--- config.mk ---
export PLATFORM = sky130hd
export DESIGN_NAME = trimmed_mean_current_monitor_top_flat
export DESIGN_NICKNAME = d
export VERILOG_FILES = /design/src/rtl/tmcm_pkg.sv /design/src/rtl/tmcm_ifs.sv /design/src/rtl/tmcm_cfg_regs.sv /design/src/rtl/tmcm_calc.sv /design/src/rtl/trimmed_mean_current_monitor_top.sv /design/src/flat_wrapper.sv
export SDC_FILE = /design/constraint.sdc
export NUM_CORES = 1
export LEC_CHECK = 0
export BUFFER_PORTS_ARGS = -buffer_cell sky130_fd_sc_hd__buf_2
export CAP_MARGIN = 40
export CORE_ASPECT_RATIO = 0.6
export CORE_MARGIN = 4
export CORE_UTILIZATION = 40
export CTS_BUF_LIST = sky130_fd_sc_hd__clkbuf_4
export CTS_CLUSTER_DIAMETER = 60
export DETAILED_ROUTE_END_ITERATION = 16
export GPL_TIMING_DRIVEN = 0
export PLACE_DENSITY = 0.64
export SETUP_SLACK_MARGIN = 0.02
export SLEW_MARGIN = 20
export SYNTH_ARGS = -nofsm -noshare
export SYNTH_HDL_FRONTEND = slang
export SYNTH_SLANG_ARGS = --single-unit
--- constraint.sdc ---
create_clock -name clk -period 9.1 [get_ports clk]
set_clock_uncertainty 0.1 [all_clocks]
set_input_delay 1.365 -clock clk [delete_from_list [all_inputs] [get_ports clk]]
set_output_delay 1.365 -clock clk [all_outputs]
set_load 0.05 [all_outputs]
--- src/rtl/tmcm_pkg.sv ---
package tmcm_pkg;

	localparam int SAMPLE_W = 12;
	localparam int MODE_W   = 2;
	localparam int MARGIN_W = 8;
	localparam int HIGH_W   = 13;
	localparam int SUM_W    = 16;
	localparam int INDEX_W  = 2;

	localparam logic [MODE_W-1:0] MODE_CLOSING  = 2'd1;
	localparam logic [MODE_W-1:0] MODE_LEARNING = 2'd2;

	localparam logic [INDEX_W-1:0] REG_LOW_LIMIT    = 2'd0;
	localparam logic [INDEX_W-1:0] REG_LEARN_MARGIN = 2'd1;
	localparam logic [INDEX_W-1:0] REG_LEARN_FLOOR  = 2'd2;

	localparam logic [SAMPLE_W-1:0] LOW_LIMIT_RST    = 12'd100;
	localparam logic [MARGIN_W-1:0] LEARN_MARGIN_RST = 8'd30;
	localparam logic [SAMPLE_W-1:0] LEARN_FLOOR_RST  = 12'd200;
	localparam logic [HIGH_W-1:0]   HIGH_LIMIT_RST   = 13'd1800;

	typedef struct packed {
		logic [SAMPLE_W-1:0] low_limit;
		logic [MARGIN_W-1:0] learn_margin;
		logic [SAMPLE_W-1:0] learn_floor;
	} cfg_t;

	typedef struct packed {
		logic [SAMPLE_W-1:0] sample;
		logic [MODE_W-1:0]   motor_mode;
		logic                settled;
	} item_t;

	typedef struct packed {
		logic [SAMPLE_W-1:0] average;
		logic                average_new;
		logic                trip;
		logic                fault;
		logic [HIGH_W-1:0]   high_limit;
	} result_t;

endpackage

--- src/rtl/tmcm_ifs.sv ---
interface tmcm_meas_if;
	import tmcm_pkg::*;

	logic                valid;
	logic                ready;
	logic [SAMPLE_W-1:0] sample;
	logic [MODE_W-1:0]   motor_mode;
	logic                settled;

	modport source (output valid, sample, motor_mode, settled, input ready);
	modport sink (input valid, sample, motor_mode, settled, output ready);
endinterface

interface tmcm_status_if;
	import tmcm_pkg::*;

	logic                valid;
	logic                ready;
	logic [SAMPLE_W-1:0] average;
	logic                average_new;
	logic                trip;
	logic                fault;
	logic [HIGH_W-1:0]   high_limit;

	modport source (output valid, average, average_new, trip, fault, high_limit, input ready);
	modport sink (input valid, average, average_new, trip, fault, high_limit, output ready);
endinterface

interface tmcm_cfg_if;
	import tmcm_pkg::*;

	logic                valid;
	logic                ready;
	logic [INDEX_W-1:0]  index;
	logic [SAMPLE_W-1:0] data;

	modport source (output valid, index, data, input ready);
	modport sink (input valid, index, data, output ready);
endinterface

--- src/rtl/tmcm_cfg_regs.sv ---
module tmcm_cfg_regs (
	input  logic            clk,
	input  logic            arst_n,
	tmcm_cfg_if.sink        wr,
	output tmcm_pkg::cfg_t  cfg
);
	import tmcm_pkg::*;

	cfg_t cfg_q;

	assign wr.ready = 1'b1;
	assign cfg      = cfg_q;

	always_ff @(posedge clk or negedge arst_n) begin
		if (!arst_n) begin
			cfg_q.low_limit    <= LOW_LIMIT_RST;
			cfg_q.learn_margin <= LEARN_MARGIN_RST;
			cfg_q.learn_floor  <= LEARN_FLOOR_RST;
		end else if (wr.valid) begin
			unique case (wr.index)
				REG_LOW_LIMIT:    cfg_q.low_limit    <= wr.data;
				REG_LEARN_MARGIN: cfg_q.learn_margin <= wr.data[MARGIN_W-1:0];
				REG_LEARN_FLOOR:  cfg_q.learn_floor  <= wr.data;
				default: ;
			endcase
		end
	end

endmodule

--- src/rtl/tmcm_calc.sv ---
module tmcm_calc #(
	parameter int WINDOW      = 10,
	parameter int SAMPLE_BITS = 12
) (
	input  logic              clk,
	input  logic              arst_n,
	input  logic              step,
	input  tmcm_pkg::item_t   item,
	input  tmcm_pkg::cfg_t    cfg,
	output tmcm_pkg::result_t res
);
	import tmcm_pkg::*;

	localparam int CNT_W  = $clog2(WINDOW + 1);
	localparam int DIV    = WINDOW - 2;
	localparam int DIV_L  = $clog2(DIV);
	localparam int DIV_SH = SUM_W + DIV_L;
	localparam int PROD_W = 2 * SUM_W + 1;
	// Reciprocal exact for every SUM_W-bit dividend.
	localparam logic [63:0] DIV_M64 = ((64'd1 << DIV_SH) + 64'(DIV) - 64'd1) / 64'(DIV);
	localparam logic [SUM_W:0] DIV_M = DIV_M64[SUM_W:0];
	localparam logic [SAMPLE_W-1:0] SAMPLE_MASK = SAMPLE_W'((1 << SAMPLE_BITS) - 1);
	localparam logic [CNT_W-1:0] CNT_LAST = CNT_W'(WINDOW);

	logic [CNT_W-1:0]    cnt_q;
	logic [SUM_W-1:0]    sum_q;
	logic [SAMPLE_W-1:0] max_q;
	logic [SAMPLE_W-1:0] min_q;
	logic [SAMPLE_W-1:0] avg_q;
	logic [HIGH_W-1:0]   high_q;
	logic                fault_q;

	logic [SAMPLE_W-1:0] s;
	logic                take;
	logic                done;
	logic [CNT_W-1:0]    cnt_inc;
	logic [SUM_W-1:0]    sum_add;
	logic [SUM_W-1:0]    trimmed;
	logic [SAMPLE_W-1:0] max_n;
	logic [SAMPLE_W-1:0] min_n;
	logic [PROD_W-1:0]   prod;
	logic [PROD_W-1:0]   quot;
	logic [SAMPLE_W-1:0] avg_new;
	logic [SAMPLE_W-1:0] avg_next;
	logic [HIGH_W-1:0]   high_next;
	logic                trip;

	always_comb begin
		s       = item.sample & SAMPLE_MASK;
		take    = (((item.motor_mode == MODE_CLOSING) && item.settled)
		           || (item.motor_mode == MODE_LEARNING)) && (s != '0);
		sum_add = sum_q + SUM_W'(s);
		max_n   = (max_q < s) ? s : max_q;
		min_n   = (min_q > s) ? s : min_q;
		cnt_inc = cnt_q + CNT_W'(1);
		done    = take && (cnt_inc >= CNT_LAST);
		trimmed = sum_add - SUM_W'(min_n) - SUM_W'(max_n);
		prod    = PROD_W'(trimmed) * PROD_W'(DIV_M);
		quot    = prod >> DIV_SH;
		avg_new = quot[SAMPLE_W-1:0];
		// Range check uses the limit from before any learning update.
		trip    = done && ((HIGH_W'(avg_new) >= high_q) || (avg_new <= cfg.low_limit));
		avg_next = done ? avg_new : avg_q;
		if ((item.motor_mode == MODE_LEARNING) && (avg_next > cfg.learn_floor)) begin
			high_next = HIGH_W'(avg_next) + HIGH_W'(cfg.learn_margin);
		end else begin
			high_next = high_q;
		end
	end

	assign res.average     = avg_next;
	assign res.average_new = done;
	assign res.trip        = trip;
	assign res.fault       = fault_q | trip;
	assign res.high_limit  = high_next;

	always_ff @(posedge clk or negedge arst_n) begin
		if (!arst_n) begin
			cnt_q   <= '0;
			sum_q   <= '0;
			max_q   <= '0;
			min_q   <= '1;
			avg_q   <= '0;
			high_q  <= HIGH_LIMIT_RST;
			fault_q <= 1'b0;
		end else if (step) begin
			if (take) begin
				if (done) begin
					cnt_q <= '0;
					sum_q <= '0;
					max_q <= '0;
					min_q <= '1;
				end else begin
					cnt_q <= cnt_inc;
					sum_q <= sum_add;
					max_q <= max_n;
					min_q <= min_n;
				end
			end
			avg_q   <= avg_next;
			high_q  <= high_next;
			fault_q <= fault_q | trip;
		end
	end

endmodule

--- src/rtl/trimmed_mean_current_monitor_top.sv ---
// Channel | Role | Payload                                        | Request moves
// meas    | sink | sample[11:0] motor_mode[1:0] settled           | one current sample per tick
// status  | src  | average[11:0] average_new trip fault           | one status per sample
//         |      | high_limit[12:0]                               |
// cfg     | sink | index[1:0] data[11:0]                          | one register write
//
// Each sample request passes from meas to status through the input register and
// then the result register. One request enters every cycle unless both are full.
// Window state is updated as the request leaves the input register.
// Reset clears window state and loads default limits; no clearing pass.
// A stall on status holds both registers; meas.ready drops only when both are full.
module trimmed_mean_current_monitor_top #(
	parameter int WINDOW      = 10,
	parameter int SAMPLE_BITS = 12
) (
	input  logic          clk,
	input  logic          arst_n,
	tmcm_meas_if.sink     meas,
	tmcm_status_if.source status,
	tmcm_cfg_if.sink      cfg
);
	import tmcm_pkg::*;

	cfg_t    cfg_val;
	item_t   item_s1;
	logic    valid_s1;
	result_t res_comb;
	result_t res_s2;
	logic    valid_s2;
	logic    adv_s1;
	logic    meas_acc;

	// Register file for limits and learning settings.
	tmcm_cfg_regs u_cfg_regs (
		.clk    (clk),
		.arst_n (arst_n),
		.wr     (cfg),
		.cfg    (cfg_val)
	);

	// Advance stage 1 when the result register is empty or being drained.
	assign adv_s1     = valid_s1 && (!valid_s2 || status.ready);
	assign meas.ready = !valid_s1 || adv_s1;
	assign meas_acc   = meas.valid && meas.ready;

	// Input register: hold the request until it can move on.
	always_ff @(posedge clk or negedge arst_n) begin
		if (!arst_n) begin
			valid_s1 <= 1'b0;
		end else begin
			valid_s1 <= meas_acc || (valid_s1 && !adv_s1);
		end
	end

	always_ff @(posedge clk) begin
		if (meas_acc) begin
			item_s1.sample     <= meas.sample;
			item_s1.motor_mode <= meas.motor_mode;
			item_s1.settled    <= meas.settled;
		end
	end

	// Window accumulate, trimmed mean, range check and learning.
	tmcm_calc #(
		.WINDOW      (WINDOW),
		.SAMPLE_BITS (SAMPLE_BITS)
	) u_calc (
		.clk    (clk),
		.arst_n (arst_n),
		.step   (adv_s1),
		.item   (item_s1),
		.cfg    (cfg_val),
		.res    (res_comb)
	);

	// Result register: hold the status until the sink takes it.
	always_ff @(posedge clk or negedge arst_n) begin
		if (!arst_n) begin
			valid_s2 <= 1'b0;
		end else begin
			valid_s2 <= adv_s1 || (valid_s2 && !status.ready);
		end
	end

	always_ff @(posedge clk) begin
		if (adv_s1) begin
			res_s2 <= res_comb;
		end
	end

	assign status.valid       = valid_s2;
	assign status.average     = res_s2.average;
	assign status.average_new = res_s2.average_new;
	assign status.trip        = res_s2.trip;
	assign status.fault       = res_s2.fault;
	assign status.high_limit  = res_s2.high_limit;

endmodule
--- src/flat_wrapper.sv ---
// flat-port wrapper written by rule: the top's interface ports become plain ports
module trimmed_mean_current_monitor_top_flat import tmcm_pkg::*;
#(
	parameter int WINDOW      = 10,
	parameter int SAMPLE_BITS = 12
)
  (clk, arst_n, meas_valid, meas_sample, meas_motor_mode, meas_settled, meas_ready, status_valid, status_average, status_average_new, status_trip, status_fault, status_high_limit, status_ready, cfg_valid, cfg_index, cfg_data, cfg_ready);
  tmcm_meas_if meas_i ();
  tmcm_status_if status_i ();
  tmcm_cfg_if cfg_i ();
  input  logic clk;
  input  logic arst_n;
  input wire logic [$bits(meas_i.valid)-1:0] meas_valid;
  input wire logic [$bits(meas_i.sample)-1:0] meas_sample;
  input wire logic [$bits(meas_i.motor_mode)-1:0] meas_motor_mode;
  input wire logic [$bits(meas_i.settled)-1:0] meas_settled;
  output wire logic [$bits(meas_i.ready)-1:0] meas_ready;
  output wire logic [$bits(status_i.valid)-1:0] status_valid;
  output wire logic [$bits(status_i.average)-1:0] status_average;
  output wire logic [$bits(status_i.average_new)-1:0] status_average_new;
  output wire logic [$bits(status_i.trip)-1:0] status_trip;
  output wire logic [$bits(status_i.fault)-1:0] status_fault;
  output wire logic [$bits(status_i.high_limit)-1:0] status_high_limit;
  input wire logic [$bits(status_i.ready)-1:0] status_ready;
  input wire logic [$bits(cfg_i.valid)-1:0] cfg_valid;
  input wire logic [$bits(cfg_i.index)-1:0] cfg_index;
  input wire logic [$bits(cfg_i.data)-1:0] cfg_data;
  output wire logic [$bits(cfg_i.ready)-1:0] cfg_ready;
  assign meas_i.valid = meas_valid;
  assign meas_i.sample = meas_sample;
  assign meas_i.motor_mode = meas_motor_mode;
  assign meas_i.settled = meas_settled;
  assign meas_ready = meas_i.ready;
  assign status_valid = status_i.valid;
  assign status_average = status_i.average;
  assign status_average_new = status_i.average_new;
  assign status_trip = status_i.trip;
  assign status_fault = status_i.fault;
  assign status_high_limit = status_i.high_limit;
  assign status_i.ready = status_ready;
  assign cfg_i.valid = cfg_valid;
  assign cfg_i.index = cfg_index;
  assign cfg_i.data = cfg_data;
  assign cfg_ready = cfg_i.ready;
  trimmed_mean_current_monitor_top #(.WINDOW(WINDOW), .SAMPLE_BITS(SAMPLE_BITS)) u_core (.clk(clk), .arst_n(arst_n), .meas(meas_i), .status(status_i), .cfg(cfg_i));
endmodule
* Yosys cells after proc, flatten, opt, wreduce, memory -nomap -nowiden *
Cells that the tools add are included.

storage, ports and cells
  output and inout port bits = 31
  word-level logic and storage cells = 69
  bits in registers = 147
  input port bits = 34

cells by class
  add/sub/neg operators = 5
  muxes and demuxes = 8
  reduce and logical (&&, ||, !) cells = 25
  eq/ne operators = 4
  bitwise operators = 1
  magnitude comparators = 6

operators by type and width
  cell                   count
  $mux W12               5
  $sub A15 B12 Y15       2
  $gt A12 B12 Y1         2
  $add A16 B12 Y16       1
  $mux W16               1
  $add A12 B8 Y13        1
  $ge A12 B13 Y1         1
  $mux W13               1
  $le A12 B12 Y1         1
  $lt A12 B12 Y1         1
  $reduce_bool A12 Y1    1
  $logic_and A1 B1 Y1    9
  $reduce_and A2 Y1      4
  $logic_or A1 B1 Y1     6
  $add A4 B1 Y4 const B  1
  $eq A2 B1 Y1 const B   2
  $eq A2 B2 Y1 const B   2
  $ge A4 B4 Y1 const B   1
  $logic_not A1 Y1       4
  $mux W4                1
  $logic_not A2 Y1       1
  $or A1 B1 Y1           1

* Depth between registers and ports, before layout *
Gate-level depths: netlist of the first run.

  word-level depth = 9
  gate-level depth with buffers = 32
  gate-level depth less buffers = 30

* Modules after synthesis *
From an unflattened synthesis of the first run, not the netlist that was laid out.

second synthesis, totals
  cells, all modules = 836
  area, all modules = 9243.9 µm²

modules (own cells, without submodules)
  module                            times used  area an instance (µm²)  sequential area each (µm²)  cells an instance
  tmcm_calc                         1           6595.1                  1746.7                      714
  trimmed_mean_current_monitor_top  1           1395.1                  1341.3                      51
  tmcm_cfg_regs                     1           1253.7                  813.3                       71

* Least setup slack after synthesis of the first run *
No wires, ideal clock.

  path type = register to register
  start point = reg u_core.item_s1[4] (netlist name)
  end point = reg u_core.res_s2 (netlist bit u_core.status.high_limit[0]) (data pin)
  library setup time = 263 ps
  buffers on the path = 2
  path slack = 2221 ps
  cell stages (with the launch flop) = 28
  arrival time = 6515 ps
  clock period less this slack = 6879 ps
  cell sequence = edfxtp_1 > inv_1 > ha_1 > a21o_1 > a21o_1 > a21o_1 > a21oi_1 > o211ai_1 > nand2_1 > buf_1 > mux2_2 > fa_1 > inv_1 > ha_1 > o21a_1 > o31a_1 > o21ai_1 > a31oi_1 > and2b_1 > xnor2_1 > mux2_4 > ha_1 > nand4_1 > or2_2 > o221ai_1 > nor3b_1 > buf_2 > mux2_2

RTL lines
  element               line                                    text
  start, declared       trimmed_mean_current_monitor_top.sv:25  item_t item_s1;
  end signal, assigned  trimmed_mean_current_monitor_top.sv:87  res_s2 <= res_comb;
  end, declared         trimmed_mean_current_monitor_top.sv:28  result_t res_s2;

==> run metrics, run 1 <==
status=complete, no violations; postcts setup bufs=0; Vias/cell=5.42; Crit Path Max Fanout=10; Via Count=6628; latest clock arrival within the worst-skew pair=0.61 ns; worst min-delay path class=reg -> reg; post-cts resize count=0; Sink Count=146; pin count of the biggest net entering global routing=57; slowest CP cell=fa_1; Setup-failing EPs final=0; total gr overflow=0; HPWL after DPL=18300 um; worst reg2reg path startpoint=u_core.item_s1[4]; Max clock buf depth=2; Final period util=91.0%; die height=124 um; Mapped Avg Cell Area=10.7 um^2; unrepaired setup endpoints after global routing=no; reg2reg end=u_core.status.high_limit[11]; first drt pass iteration count=5; Synth cell types=67; FF+latch count, synth=146; I/O pin cnt=65; post-synthesis async set-or-reset flop share=70.5%; chip width=202 um; Diodes inserted=0; Die ar.=25000 um^2; initial core utilization=40.7%; Hold Startpoint=u_core.u_calc.fault_q; Root Driver=clkbuf_4; crit path kind=reg -> reg; max_cap viols=0; average wire per standard cell=19.0 um; fillers=2096; worst hold stages=1; Placeable Area=22100 um^2; CP peak stage delay=0.54 ns; Tmin final=8.29 ns; global-route wire length before repair=36200 um; post-synthesis cell area=8990 um^2; worst-margin pin slew=0.847 ns; ANT nets after route=0; Worst setup SP type=flip-flop; Initial DRC Count=614; final core area utilization=45.5%; clk slew on worst S/H paths=0.13 ns; top_reg_cell synth=dfrtp_1; Total Nets Final=1066; Area Overhead vs Synth=11.6%; port bufs=63; Synth warnings=0; register area share after synthesis=43.4%; placer congestion estimate=0.875; crit path DAT=8.54 ns; FP Rows=42; Critical Path End Type=flip-flop; share of layout cells above drive strength 1=21.1%; TritonCTS Buffers=17; Remaining DRCs=0; area occupied by multi-input gates=4700 um^2; Hold Buf Count CTS=0; register area=3900 um^2; Req. time, crit path=9.36 ns; vias in the first global route=6145; Syn Nets=979; TritonCTS clock tree=built; initial antenna violation count=1; Fin. Hold Viols=0; final WL=23200 um; Worst Hold End=u_core.u_calc.fault_q; fmax=0.121 GHz; Relative slew margins=43.5%; Slew Limit Fails=0; final setup TNS=0 ns; H-tree depth=4; cell count after synthesis=838; FF-to-FF path depth=29; GRT Resource Usage Total=19.1%; worst reg2reg setup slack=0.81 ns; EDFF count, synth=43
logic make-up after synthesis:
family | count (synthesis) | synth area share, %
adder cells (fa/ha/maj) | 107 | 15.9
XOR/XNOR | 28 | 2.73
AND/OR/NAND/NOR | 183 | 9.95
other | 1 | 0.0417
multiplexers | 74 | 9.17
AO/OA/AOI/OAI | 197 | 14.5
buffers and inverters | 102 | 4.31
flip-flops | 146 | 43.4
stage by stage:
stage          area, um^2  setup WS [ns]  hold slack, ns  cells
6_report            10000          0.815           0.374   1224
5_1_grt             10000          0.271           0.380   1224
4_1_cts             10000          0.970           0.373   1222
3_5_place_dp         9730           1.03           0.344   1190
3_3_place_gp         9670          0.651           0.331   1187
2_1_floorplan        8990           2.22           0.320    838
synthesized netlist by cell type (9+ instances only):
master    count  area share [%]
a21oi_1      31             1.7
a22o_1       14             1.4
fa_1         12             2.7
dfstp_2      26             7.6
nand2_1      73             3.0
ha_1         95              13
nor2b_1      12            0.83
inv_1        81             3.4
a21o_1       27             2.3
nand3_1       9            0.50
clkbuf_1     14            0.58
nor3_1        9            0.50
o22a_1       10            0.97
o21ai_0      59             3.3
mux2i_1      10             1.1
nor2_1       29             1.2
dfrtp_1      77              21
xor2_1        9            0.88
nand4_1      10            0.70
mux2_2       63             7.9
edfxtp_1     43              14
nand2b_1     11            0.77
xnor2_1      19             1.9
o21a_1       14             1.2
critical path, delay by kind of cell, from the launching register on:
kind / cells / cell delay, ns
muxes: 3 / 1.10
AOI/OAI and AO/OA: 7 / 1.90
DFF: 1 / 0.51
and+or+nand+nor: 8 / 1.39
adders and majority gates: 4 / 1.49
buffers and inverters: 6 / 1.36
xor gates and xnor gates: 1 / 0.19
routing by layer:
metal	wire, um	track usage (%)
met1	13100	32.1
met2	8230	23.0
met3	1720	6.04
met4	129	3.07
met5	13	0
cells in the final DEF, fill, tap and decap left out, drive strengths merged, types with 9 or more instances in the layout:
cell type and instances:
ha 95, inv 84, dfrtp 77, buf 74, nand2 73, mux2 64, o21ai 62, edfxtp 43
clkbuf 34, a21oi 31, nor2 29, a21o 27, dfstp 26, xnor2 19, o21a 14, a22o 14
nor2b 12, fa 12, nand2b 11, nand4 10, mux2i 10, o22a 10, nand3 9, nor3 9
xor2 9
layout make-up:
| cell class | instances | share of cell area [%] |
|---|---|---|
| buffer | 20 | 0.810 |
| clock buffer | 20 | 1.50 |
| clock inverter | 12 | 1.33 |
| inverter | 82 | 3.07 |
| multi-input combinational | 590 | 46.9 |
| sequential | 146 | 38.9 |
| tap | 286 | 3.56 |
| timing repair buffer | 68 | 4.02 |
how the worst max path moves through the flow:
stage | depth (start not counted) | from | end | slack (ns)
floorplan | 27 | u_core.item_s1[4] | u_core.status.high_limit[0] | 2.22
global placement | 28 | u_core.item_s1[4] | u_core.status.high_limit[11] | 0.65
detailed placement | 29 | u_core.item_s1[4] | u_core.status.high_limit[11] | 1.03
CTS | 29 | u_core.item_s1[4] | u_core.status.high_limit[11] | 0.97
global route | 29 | u_core.item_s1[4] | u_core.status.high_limit[11] | 0.27
finish | 29 | u_core.item_s1[4] | u_core.status.high_limit[11] | 0.81
flip-flops by register name, indices dropped and copies added, names as in the netlist, 4 cells and up:
name / cells
u_core.u_calc.min_q: 12
u_core.status.high_limit: 13
u_core.u_calc.sum_q: 15
u_core.u_cfg_regs.cfg: 32
u_core.u_calc.cnt_q: 4
u_core.u_calc.high_q: 13
u_core.u_calc.avg_q: 12
u_core.status.average: 12
u_core.item_s1: 15
u_core.u_calc.max_q: 12
Power of run 1 is left out: the tool's default activity adds up to more than one toggle a clock period on the data nets, which glitch-free logic cannot reach.
==> run 2: changes to the inputs <==
--- a/config.mk
+++ b/config.mk
@@ -8,7 +8,7 @@
 export BUFFER_PORTS_ARGS = -buffer_cell sky130_fd_sc_hd__buf_2
 export CAP_MARGIN = 40
 export CORE_ASPECT_RATIO = 0.6
-export CORE_MARGIN = 4
+export CORE_MARGIN = 10
 export CORE_UTILIZATION = 40
 export CTS_BUF_LIST = sky130_fd_sc_hd__clkbuf_4
 export CTS_CLUSTER_DIAMETER = 60
@@ -19,4 +19,5 @@
 export SLEW_MARGIN = 20
 export SYNTH_ARGS = -nofsm -noshare
 export SYNTH_HDL_FRONTEND = slang
+export SYNTH_HIERARCHICAL = 1
 export SYNTH_SLANG_ARGS = --single-unit
==> run metrics, run 2 <==
status=complete, no violations; register area share after synthesis=42.2%; first drt pass iteration count=5; max FFs per register=32; Synth area leaders=dfrtp_1 (21%), edfxtp_1 (14%), ha_1 (13%); HPWL after DPL=18500 um; post-cts resize count=0; Initial DRC Count=564; clk slew on worst S/H paths=0.13 ns; Synth cell types=76; Syn Nets=977; Root Driver=clkbuf_4; CP endpoint=u_core/status.high_limit[11]; I/O pin cnt=65; Slew Limit Fails=0; Critical Path End Type=flip-flop; FF-to-FF path depth=28; worst-margin pin slew=0.780 ns; Crit Path Max Fanout=10; latest clock arrival within the worst-skew pair=0.60 ns; worst hold stages=2; fillers=2123; TritonCTS Buffers=17; Final Cell Area=10400 um^2; share of layout cells above drive strength 1=25.1%; reg2reg end=u_core/status.high_limit[11]; Worst setup SP type=flip-flop; FP Rows=42; Diodes inserted=0; CP peak stage delay=0.50 ns; unrepaired setup endpoints after global routing=no; post-synthesis async set-or-reset flop share=70.5%; most common cell in the netlist=ha_1; Vias/cell=5.40; cell count after synthesis=836; total gr overflow=0; Hold Startpoint=u_core/u_calc/sum_q[9]; postcts setup bufs=0; initial core utilization=41.3%; most frequent cells after synthesis=ha_1 (95), inv_1 (80), dfrtp_1 (77), mux2_2 (74), nand2_1 (65); Tmin final=8.60 ns; Fin. Hold Viols=0; Hold Buf Count CTS=0; area occupied by multi-input gates=4950 um^2; Mapped Avg Cell Area=11.1 um^2; FF+latch count, synth=146; commonest cells after routing, fill and taps aside=ha_1 (95), inv_1 (80), dfrtp_1 (77); fmax=0.116 GHz; TritonCTS clock tree=built; Max clock buf depth=2; port bufs=63; global-route wire length before repair=37800 um; worst reg2reg path startpoint=u_core/item_s1[4]; Synth warnings=6; die height=138 um; post-placement cell area=10000 um^2; worst min-delay path class=reg -> reg; ANT nets after route=0; top_reg_cell synth=dfrtp_1; placer congestion estimate=0.877; initial antenna violation count=0; Setup-failing EPs final=0; final WL=23700 um; worst reg2reg setup slack=0.50 ns; Die ar.=29800 um^2; vias in the first global route=6686; Relative slew margins=47.6%; Area Overhead vs Synth=12.0%; H-tree depth=4; share of the synthesized area in the top cell type=20.8%; slowest CP cell=edfxtp_1; GRT Resource Usage Total=16.4%; Final period util=94.5%; EDFF count, synth=43; Via Count=6707; pin count of the biggest net entering global routing=73; Remaining DRCs=0; post-synthesis cell area=9240 um^2; largest area contributor in the netlist=dfrtp_1; Placeable Area=22400 um^2; max_cap viols=0; Total Nets Final=1063; crit path DAT=8.85 ns; register area=3900 um^2; average wire per standard cell=19.1 um; most frequent CP cell=ha_1; Req. time, crit path=9.34 ns; Sink Count=146; CP startpoint=u_core/item_s1[4]; commonest non-fill, non-tap cell in the layout=ha_1; crit path kind=reg -> reg; chip width=216 um
==> run 2: logic make-up (layout without fill, tap and decap cells) <==
family	count (synthesis)	in the layout	share of synthesized area (%)
simple gates	173	173	9.89
flops	146	146	42.2
buf+inv	102	201	4.40
fa+ha+maj	107	107	15.5
xor+xnor	27	27	2.56
compound gates	196	196	15.3
other cells	1	1	0.0406
mux	84	84	10.1
==> run 2: worst min path at each step <==
| stage | end | slack (ns) |
|---|---|---|
| after global placement | u_core/u_calc/sum_q[5] | 0.37 |
| after global routing | u_core/u_cfg_regs/cfg[11] | 0.44 |
| after detailed placement | u_core/u_calc/sum_q[2] | 0.37 |
| after floorplan | u_core/u_calc/fault_q | 0.33 |
| final | u_core/u_calc/sum_q[9] | 0.41 |
| after CTS | u_core/u_calc/sum_q[2] | 0.41 |
==> run 2: final cells by class <==
cell class | count | area share [%]
Inverter | 81 | 2.94
Multi-Input combinational cell | 588 | 47.8
Tap cell | 308 | 3.72
Timing Repair Buffer | 67 | 3.78
Clock buffer | 18 | 1.31
Sequential cell | 146 | 37.7
Clock inverter | 14 | 1.72
Buffer | 21 | 1.00
==> run 2: stage by stage <==
stage / std cells / hold WS (ns) / setup TNS [ns] / worst slack (ns) / util (%)
final: 1243 / 0.409 / 0 / 0.496 / 46.2
after global routing: 1243 / 0.440 / 0 / 0.0816 / 46.2
after CTS: 1243 / 0.408 / 0 / 0.0676 / 46.2
after detailed placement: 1211 / 0.374 / 0 / 0.151 / 44.8
after global placement: 1207 / 0.368 / -1.48 / -0.227 / 44.4
after floorplan: 836 / 0.334 / 0 / 1.36 / -
==> run 2: layer usage <==
metal	share of wire, %	track usage (%)	vias up
met1	55	26.2	3272
met4	0.72	3.02	0
met3	8.1	4.66	14
li1	-	-	3204
met5	0	0	-
met2	36	20.5	217
==> run 2: worst max-delay path: cells and delay by family (launching register included) <==
family / cells / cell delay [ns]
AO/OA/AOI/OAI: 9 / 2.64
AND/OR/NAND/NOR: 9 / 1.85
adder cells (fa/ha/maj): 4 / 1.49
buffers and inverters: 4 / 1.00
multiplexers: 2 / 0.79
flip-flops: 1 / 0.50
Power of run 2 is left out for the same reason.
==> run 3: changes to the inputs <==
--- a/config.mk
+++ b/config.mk
@@ -15,6 +15,7 @@
 export DETAILED_ROUTE_END_ITERATION = 16
 export GPL_TIMING_DRIVEN = 0
 export PLACE_DENSITY = 0.64
+export RECOVER_POWER = 100
 export SETUP_SLACK_MARGIN = 0.02
 export SLEW_MARGIN = 20
 export SYNTH_ARGS = -nofsm -noshare
==> run metrics, run 3 (synthesis gave the netlist of run 2 again) <==
latest clock arrival within the worst-skew pair=0.60 ns; initial antenna violation count=0; port bufs=63; max FFs per register=32; HPWL after DPL=18500 um; commonest non-fill, non-tap cell in the layout=ha_1; share of layout cells above drive strength 1=19.4%; commonest cells after routing, fill and taps aside=ha_1 (95), inv_1 (80), dfrtp_1 (77); pin count of the biggest net entering global routing=73; Diodes inserted=0; die height=138 um; Crit Path Max Fanout=10; TritonCTS Buffers=17; Critical Path End Type=flip-flop; initial core utilization=41.3%; Sink Count=146; final WL=23800 um; Final period util=94.8%; Via Count=6704; slowest CP cell=edfxtp_1; most frequent CP cell=a21o_1; Max clock buf depth=2; Slew Limit Fails=106; vias in the first global route=6686; failing checks=capacitance limit, slew limit; average wire per standard cell=19.2 um; Vias/cell=5.39; global-route wire length before repair=37800 um; Setup-failing EPs final=0; chip width=216 um; Placeable Area=22400 um^2; Initial DRC Count=509; max_cap viols=2; TritonCTS clock tree=built; placer congestion estimate=0.877; final core area utilization=45.5%; worst reg2reg setup slack=0.47 ns; Tmin final=8.63 ns; fillers=2153; ANT nets after route=0; Remaining DRCs=0; CP peak stage delay=0.50 ns; crit path DAT=8.88 ns; Req. time, crit path=9.35 ns; GRT Resource Usage Total=16.4%; Die ar.=29800 um^2; I/O pin cnt=65; Area Overhead vs Synth=10.2%; postcts setup bufs=0; first drt pass iteration count=5; H-tree depth=4; Worst setup SP type=flip-flop; Relative slew margins=-165%; worst min-delay path class=reg -> reg; Fin. Hold Viols=0; clk slew on worst S/H paths=0.13 ns; unrepaired setup endpoints after global routing=no; total gr overflow=0; FP Rows=42; Total Nets Final=1063; worst-margin pin slew=3.98 ns; Root Driver=clkbuf_4; crit path kind=reg -> reg; fmax=0.116 GHz; status=finished with violations
[run 3: cell types whose count changed in the layout (fill, tap and decap cells not counted), moves of 3 or more]
cell,change
clkbuf_1,+40
and2_0,+3
mux2_2,-7
buf_2,-33
nand3b_1,+3
mux2_1,+7
[run 3: metal layers]
metal	vias up	share of wire, %	track usage [%]
li1	3202	-	-
met1	3296	56	26.2
met2	194	36	20.5
met3	12	7.5	4.66
met4	0	0.60	3.02
met5	-	0	0
[run 3: metrics by stage]
stage               setup slack [ns]  std cells  TNS (ns)  hold slack (ns)  instance area [um^2]
floorplan                       1.36        836         0            0.334                  9240
global placement              -0.227       1207     -1.48            0.368                  9940
detailed placement             0.151       1211         0            0.374                 10000
CTS                           0.0676       1243         0            0.408                 10300
global route                  0.0465       1243         0            0.441                 10200
finish                         0.469       1243         0            0.407                 10200
[run 3: final timing paths]
| check | start | to | cells after the start |
|---|---|---|---|
| min | u_core/u_calc/sum_q[9] | u_core/u_calc/sum_q[9] | 2 |
| max reg2reg | u_core/item_s1[4] | u_core/status.high_limit[11] | 27 |
| min in group asynchronous | arst_n | u_core/u_cfg_regs/cfg[1] | 1 |
| min reg2reg | u_core/u_calc/sum_q[9] | u_core/u_calc/sum_q[9] | 2 |
| max | u_core/item_s1[4] | u_core/status.high_limit[11] | 27 |
| max in group asynchronous | arst_n | u_core/u_calc/high_q[7] | 2 |
[run 3: area by class of cell]
cell class              count  area (um^2)  share of cell area [%]
multi-input cells         588         4900                    48.1
clock inverters            14          178                    1.74
plain buffers              21         92.6                   0.909
clock buffers              18          135                    1.33
inverters                  81          304                    2.98
well taps                 308          385                    3.78
flip-flops and latches    146         3900                    38.3
repair buffers             67          295                    2.90
[run 3: critical path: cells and delay by family (launching register included)]
| family | cells | cell delay, ns |
|---|---|---|
| AOI/OAI and AO/OA | 12 | 3.12 |
| adders and majority gates | 4 | 1.49 |
| buffers and inverters | 4 | 1.01 |
| DFF | 1 | 0.50 |
| muxes | 2 | 0.71 |
| and+or+nand+nor | 5 | 1.43 |
[run 3: what timing repair did]
| item | in CTS | in global routing |
|---|---|---|
| setup endpoints to repair | 0 | 16 |
| resized for setup | 0 | 4 |
| hold buffers | 0 | 0 |
Power of run 3 is left out for the same reason.
